===== src/design/slq_pkg.sv =====
// Package for the sorted list queue: sizes, action codes and beat types.
package slq_pkg;

	localparam int DEPTH = 16;
	localparam int IDX_W = (DEPTH > 1) ? $clog2(DEPTH) : 1;
	localparam int CNT_W = $clog2(DEPTH + 1);

	localparam logic [1:0] ACT_INSERT  = 2'd0;
	localparam logic [1:0] ACT_POP     = 2'd1;
	localparam logic [1:0] ACT_REVERSE = 2'd2;
	localparam logic [1:0] ACT_CLEAR   = 2'd3;

	typedef struct packed {
		logic [1:0]         action;
		logic signed [31:0] value;
	} slq_cmd_t;

	typedef struct packed {
		logic               ok;
		logic signed [31:0] head_value;
	} slq_result_t;

endpackage


===== src/design/sorted_list_queue_top.sv =====
// Sorted list queue: a command is taken when start is high and busy is low, and its
// result is shown for one cycle with done high; the receiver cannot stall it. An insert
// or a pop keeps busy high while every stored value passes through the store, and a
// reverse while the values are swapped in pairs. The store has one registered read and
// one write a cycle, and there is one signed comparator. Clear, an insert
// on a full store, a pop on an empty store and a reverse of fewer than two values finish
// at once: done is high in the cycle after the command. A new command may be given in
// the cycle done is up.
module sorted_list_queue_top import slq_pkg::*; (
	input  logic        clk,
	input  logic        arst_n,
	input  logic        start,
	output logic        busy,
	input  slq_cmd_t    cmd,
	output logic        done,
	output slq_result_t result
);

	localparam logic [3:0] ST_IDLE   = 4'd0;
	localparam logic [3:0] ST_INS_RD = 4'd1;
	localparam logic [3:0] ST_INS_EV = 4'd2;
	localparam logic [3:0] ST_POP_RD = 4'd3;
	localparam logic [3:0] ST_POP_EV = 4'd4;
	localparam logic [3:0] ST_REV_RL = 4'd5;
	localparam logic [3:0] ST_REV_RH = 4'd6;
	localparam logic [3:0] ST_REV_WL = 4'd7;
	localparam logic [3:0] ST_REV_WH = 4'd8;

	logic [3:0]         state_q;
	logic [CNT_W-1:0]   count_q;
	logic [CNT_W-1:0]   k_q;
	logic [IDX_W-1:0]   hi_q;
	logic signed [31:0] carry_q;
	logic               placing_q;
	logic               done_q;
	logic               ok_q;
	logic signed [31:0] head_q;

	logic signed [31:0] mem [DEPTH];
	logic signed [31:0] rdata_q;
	logic               mem_we;
	logic [IDX_W-1:0]   mem_waddr;
	logic [IDX_W-1:0]   mem_raddr;
	logic signed [31:0] mem_wdata;

	logic               less;
	logic [CNT_W-1:0]   k_dec;

	assign busy   = (state_q != ST_IDLE);
	assign done   = done_q;
	assign result = '{ok: ok_q, head_value: head_q};

	// shared comparator: stored value below the value being placed
	assign less  = $signed(rdata_q) < $signed(carry_q);
	assign k_dec = k_q - 1'b1;

	always_ff @(posedge clk) begin
		if (mem_we)
			mem[mem_waddr] <= mem_wdata;
		rdata_q <= mem[mem_raddr];
	end

	always_comb begin
		mem_we    = 1'b0;
		mem_waddr = k_q[IDX_W-1:0];
		mem_raddr = k_q[IDX_W-1:0];
		mem_wdata = carry_q;
		case (state_q)
			ST_INS_RD: begin
				mem_we = (k_q == count_q);
			end
			ST_INS_EV: begin
				mem_we = placing_q || !less;
			end
			ST_POP_EV: begin
				mem_we    = (k_q != '0);
				mem_waddr = k_dec[IDX_W-1:0];
				mem_wdata = rdata_q;
			end
			ST_REV_RH: begin
				mem_raddr = hi_q;
			end
			ST_REV_WL: begin
				mem_we    = 1'b1;
				mem_wdata = rdata_q;
			end
			ST_REV_WH: begin
				mem_we    = 1'b1;
				mem_waddr = hi_q;
			end
			default: begin
				mem_we = 1'b0;
			end
		endcase
	end

	always_ff @(posedge clk or negedge arst_n) begin
		if (!arst_n) begin
			state_q   <= ST_IDLE;
			count_q   <= '0;
			k_q       <= '0;
			hi_q      <= '0;
			placing_q <= 1'b0;
			done_q    <= 1'b0;
			ok_q      <= 1'b0;
			head_q    <= '0;
			carry_q   <= '0;
		end else begin
			done_q <= 1'b0;
			case (state_q)
				ST_IDLE: begin
					if (start) begin
						k_q       <= '0;
						placing_q <= 1'b0;
						carry_q   <= cmd.value;
						hi_q      <= IDX_W'(count_q - 1'b1);
						head_q    <= '0;
						ok_q      <= 1'b1;
						case (cmd.action)
							ACT_INSERT: begin
								if (count_q == CNT_W'(DEPTH)) begin
									ok_q   <= 1'b0;
									done_q <= 1'b1;
								end else begin
									state_q <= ST_INS_RD;
								end
							end
							ACT_POP: begin
								if (count_q == '0) begin
									ok_q   <= 1'b0;
									done_q <= 1'b1;
								end else begin
									state_q <= ST_POP_RD;
								end
							end
							ACT_REVERSE: begin
								if (count_q < CNT_W'(2)) begin
									done_q <= 1'b1;
								end else begin
									state_q <= ST_REV_RL;
								end
							end
							default: begin
								count_q <= '0;
								done_q  <= 1'b1;
							end
						endcase
					end
				end
				ST_INS_RD: begin
					if (k_q == count_q) begin
						count_q <= count_q + 1'b1;
						done_q  <= 1'b1;
						state_q <= ST_IDLE;
					end else begin
						state_q <= ST_INS_EV;
					end
				end
				ST_INS_EV: begin
					if (placing_q || !less) begin
						carry_q   <= rdata_q;
						placing_q <= 1'b1;
					end
					k_q     <= k_q + 1'b1;
					state_q <= ST_INS_RD;
				end
				ST_POP_RD: begin
					if (k_q == count_q) begin
						count_q <= count_q - 1'b1;
						done_q  <= 1'b1;
						state_q <= ST_IDLE;
					end else begin
						state_q <= ST_POP_EV;
					end
				end
				ST_POP_EV: begin
					if (k_q == '0)
						head_q <= rdata_q;
					k_q     <= k_q + 1'b1;
					state_q <= ST_POP_RD;
				end
				ST_REV_RL: begin
					if (k_q >= CNT_W'(hi_q)) begin
						done_q  <= 1'b1;
						state_q <= ST_IDLE;
					end else begin
						state_q <= ST_REV_RH;
					end
				end
				ST_REV_RH: begin
					carry_q <= rdata_q;
					state_q <= ST_REV_WL;
				end
				ST_REV_WL: begin
					state_q <= ST_REV_WH;
				end
				ST_REV_WH: begin
					k_q     <= k_q + 1'b1;
					hi_q    <= hi_q - 1'b1;
					state_q <= ST_REV_RL;
				end
				default: begin
					state_q <= ST_IDLE;
				end
			endcase
		end
	end

endmodule


===== config.mk =====
export PLATFORM = sky130hd
export DESIGN_NAME = sorted_list_queue_top
export DESIGN_NICKNAME = d
export VERILOG_FILES = /design/src/design/slq_pkg.sv /design/src/design/sorted_list_queue_top.sv
export SDC_FILE = /design/constraint.sdc
export NUM_CORES = 1
export LEC_CHECK = 0
export BUFFER_PORTS_ARGS = -buffer_cell sky130_fd_sc_hd__buf_2
export CAP_MARGIN = 20
export CORE_ASPECT_RATIO = 0.75
export CORE_UTILIZATION = 49
export DETAILED_ROUTE_END_ITERATION = 8
export GPL_ROUTABILITY_DRIVEN = 0
export GPL_TIMING_DRIVEN = 1
export PLACE_DENSITY = 0.69
export SYNTH_ARGS = -nofsm -noshare
export SYNTH_HDL_FRONTEND = slang
export SYNTH_SLANG_ARGS = --single-unit

===== constraint.sdc =====
create_clock -name clk -period 8 [get_ports clk]
set_input_delay 1.6 -clock clk [delete_from_list [all_inputs] [get_ports clk]]
set_output_delay 1.6 -clock clk [all_outputs]
set_load 0.01 [all_outputs]

==> results.txt <==
Status: completed
Final instance area: 0.0291 sq mm
HP Class: reg -> reg
Most used flip-flop cell after synthesis: edfxtp_1
CTS hold repair buffers: 0
Synth Area in Compound Gates: 7.25%
CTS Sinks: 629
Psw: 3.86 mW
Syn avg cell area: 16.6 sq um
Final ANT Viol Nets: 0
Number of gates resized after CTS: 0
ANT cells: 0
Remaining DRCs: 0
Initial Util: 49.7%
Leakage power: 10.1 nW
Unrepaired setup endpoints after global routing: no
Commonest cells after routing, fill and taps aside: edfxtp_1, nand2_1, mux4_2
Power Density: 399 mW/mm^2
Multiplexer share of the synthesized area: 11.4%
Rel. slew slack: 27.4%
Syn_nets: 1630
GRT overflow: 0
Max-cap viol count: 0
Final Slew Violations: 0
Count of TritonRoute iterations in the first routing pass: 5
Largest family of logic cells by synthesized area: multiplexers
Drt wl/cell: 25.7 um
Core Region: 0.0516 sq mm
Area delta synth->final: 13.5%
Max Clk Rate: 0.241 GHz
Bufs on Longest Clock Path: 3
Slew @ Worst Pin: 1090 ps
Row Count: 72
Setup crit start: carry_q[15]$_DFFE_PN0P_
Synthesized flop and latch total: 629
VDD IR-drop max: 0.343 mV
IO buf count: 71
WP data required: 8260 ps
Total number of vias: 14700
Internal power: 7.76 mW
Die ar.: 0.0533 sq mm
DR vias/cell: 6.07
Fin crit period: 4150 ps
Final hold vios: 0
Clock network power share: 24.8%
Worst-Skew Late Latency: 650 ps
Vias in the first global route: 14600
Die Wd: 266 um
Final Setup Violations: 0
CTS buffer count: 59
Commonest non-fill, non-tap cell in the layout: edfxtp_1
Reg clk slew, reported paths: 60 ps
Post-CTS setup repair buffer count: 0
Clk Tree Root Cell: clkbuf_16
FFs w/ async S/R, synth: 13.5%
Largest net degree at the start of global routing: 109
Register share of total power: 42.5%
Htree depth: 2
I/O Pins: 72
Drt initial violations: 1790
Critical R2R Launch: carry_q[15]$_DFFE_PN0P_
Skew final: 31.4 ps
Switch share: 33.2%
Die Span Y: 200 um
Antenna violations before repair: 0
Final core occ: 56.4%
Worst Path Arrival: 4410 ps
First-pass GRT wire length: 92.9 mm
Number of synthesized flops with an enable pin: 512
Adder-cell share of the synthesized area: 2.05%
Period Utilization, post-route: 51.8%
CTS tree: done
Synth Cell Area: 0.0257 sq mm
Crit path capture type: flip-flop
Post-Synth XOR/XNOR Area: 0.409%
Aggregate global-route resource usage: 23.7%
HPWL Detailed: 34.8 mm
Crit path kind: reg -> reg
Synth Area in Simple Gates: 5.74%
Post-DP Area: 0.0271 sq mm
Total Negative Setup Slacks: 0 ps
Ratio of cells with drive above 1 in the final layout: 24.1%
Syn. warnings: 0
Synth unique cells: 59
Crit path max fanout: 26
Worst hold start: head_q[25]$_DFFE_PN0P_
Startpoint Class: flip-flop
Logic pwr share: 32.7%
Syn Inst Count: 1551
Final wirelength: 62.2 mm
Register area share after synthesis: 70.7%
Nets: 1740
final timing paths:
check / cells past startpoint / slack, ps / to
min reg2reg: 2 / 480 / head_q[25]$_DFFE_PN0P_
min in group asynchronous: 1 / 870 / count_q[2]$_DFFE_PN0P_
max: 10 / 3850 / mem[7][7]$_DFFE_PP_
min: 2 / 480 / head_q[25]$_DFFE_PN0P_
max reg2reg: 10 / 3850 / mem[7][7]$_DFFE_PP_
max in group asynchronous: 2 / 5820 / head_q[10]$_DFFE_PN0P_
cells in the mapped netlist (4+ instances only):
master / instances / area, sq um
a211oi_1: 17 / 128
a211oi_2: 18 / 225
a21oi_1: 25 / 125
a221oi_1: 4 / 35.0
a2bb2oi_1: 31 / 272
a31oi_1: 36 / 225
and2_1: 35 / 219
buf_2: 23 / 115
buf_4: 6 / 45.0
buf_6: 10 / 113
clkbuf_1: 53 / 199
dfrtp_1: 85 / 2130
dfxtp_1: 32 / 641
edfxtp_1: 512 / 15400
ha_1: 42 / 526
inv_1: 42 / 158
mux4_2: 128 / 2880
nand2_1: 196 / 736
nand2b_1: 6 / 37.5
nand3_1: 9 / 45.0
nand4_1: 8 / 50.1
nor2_1: 24 / 90.1
nor2b_1: 4 / 25.0
nor3_1: 25 / 125
o21ai_0: 87 / 435
o22ai_1: 33 / 206
xnor2_1: 6 / 52.6
xor2_1: 6 / 52.6
kinds of logic (layout without fill, tap and decap cells):
family,Yosys count,in the layout
compound gates,275,275
flops,629,629
fa+ha+maj,42,42
xor+xnor,12,12
simple gates,326,326
mux,132,132
buf+inv,135,296
registers in the layout, summed over array words and instances, names as in the netlist:
signal,count
mem,512
done,1
ok_q,1
rdata_q,32
k_q,5
state_q,4
count_q,5
placing_q,1
carry_q,32
hi_q,4
head_q,32
stage by stage:
step | hold WS [ps] | instances | worst slack (ps) | power [mW]
floorplan | 450 | 1551 | 3340 | 7.57
global placement | 465 | 2302 | 3720 | 8.65
detailed placement | 469 | 2303 | 3580 | 8.78
CTS | 483 | 2415 | 3860 | 11.7
global route | 506 | 2415 | 3710 | 12.1
finish | 480 | 2415 | 3850 | 11.6
worst max-delay path: stages (launching register included):
cell	delay [ps]
dfrtp_1	360
inv_1	60
ha_1	300
nand4_1	180
nor4_1	440
a32oi_1	220
a21oi_1	270
o22ai_1	240
o21ba_2	420
nor3_2	670
buf_4	580
power by group through the flow:
stage	registers, mW	clock network [mW]	logic (mW)
2_1_floorplan	4.91	0	2.66
3_3_place_gp	4.97	0	3.68
3_5_place_dp	4.99	0	3.78
4_1_cts	4.93	2.92	3.80
5_1_grt	4.99	3.03	4.13
6_report	4.94	2.88	3.80
area by class of cell:
cell class / count / area, sq um
flip-flops and latches: 629 / 18100
clock buffers: 76 / 1580
fillers: 3962 / 22500
multi-input cells: 787 / 7040
repair buffers: 142 / 913
inverters: 42 / 158
clock inverters: 36 / 413
well taps: 703 / 880
metal layers:
layer	GRT usage [%]	share of wire, %
met1	35.8	43
met2	35.7	46
met5	0	0
met4	6.92	2.4
met3	4.04	8.7
No activity file was read; power rests on OpenSTA's default activity.
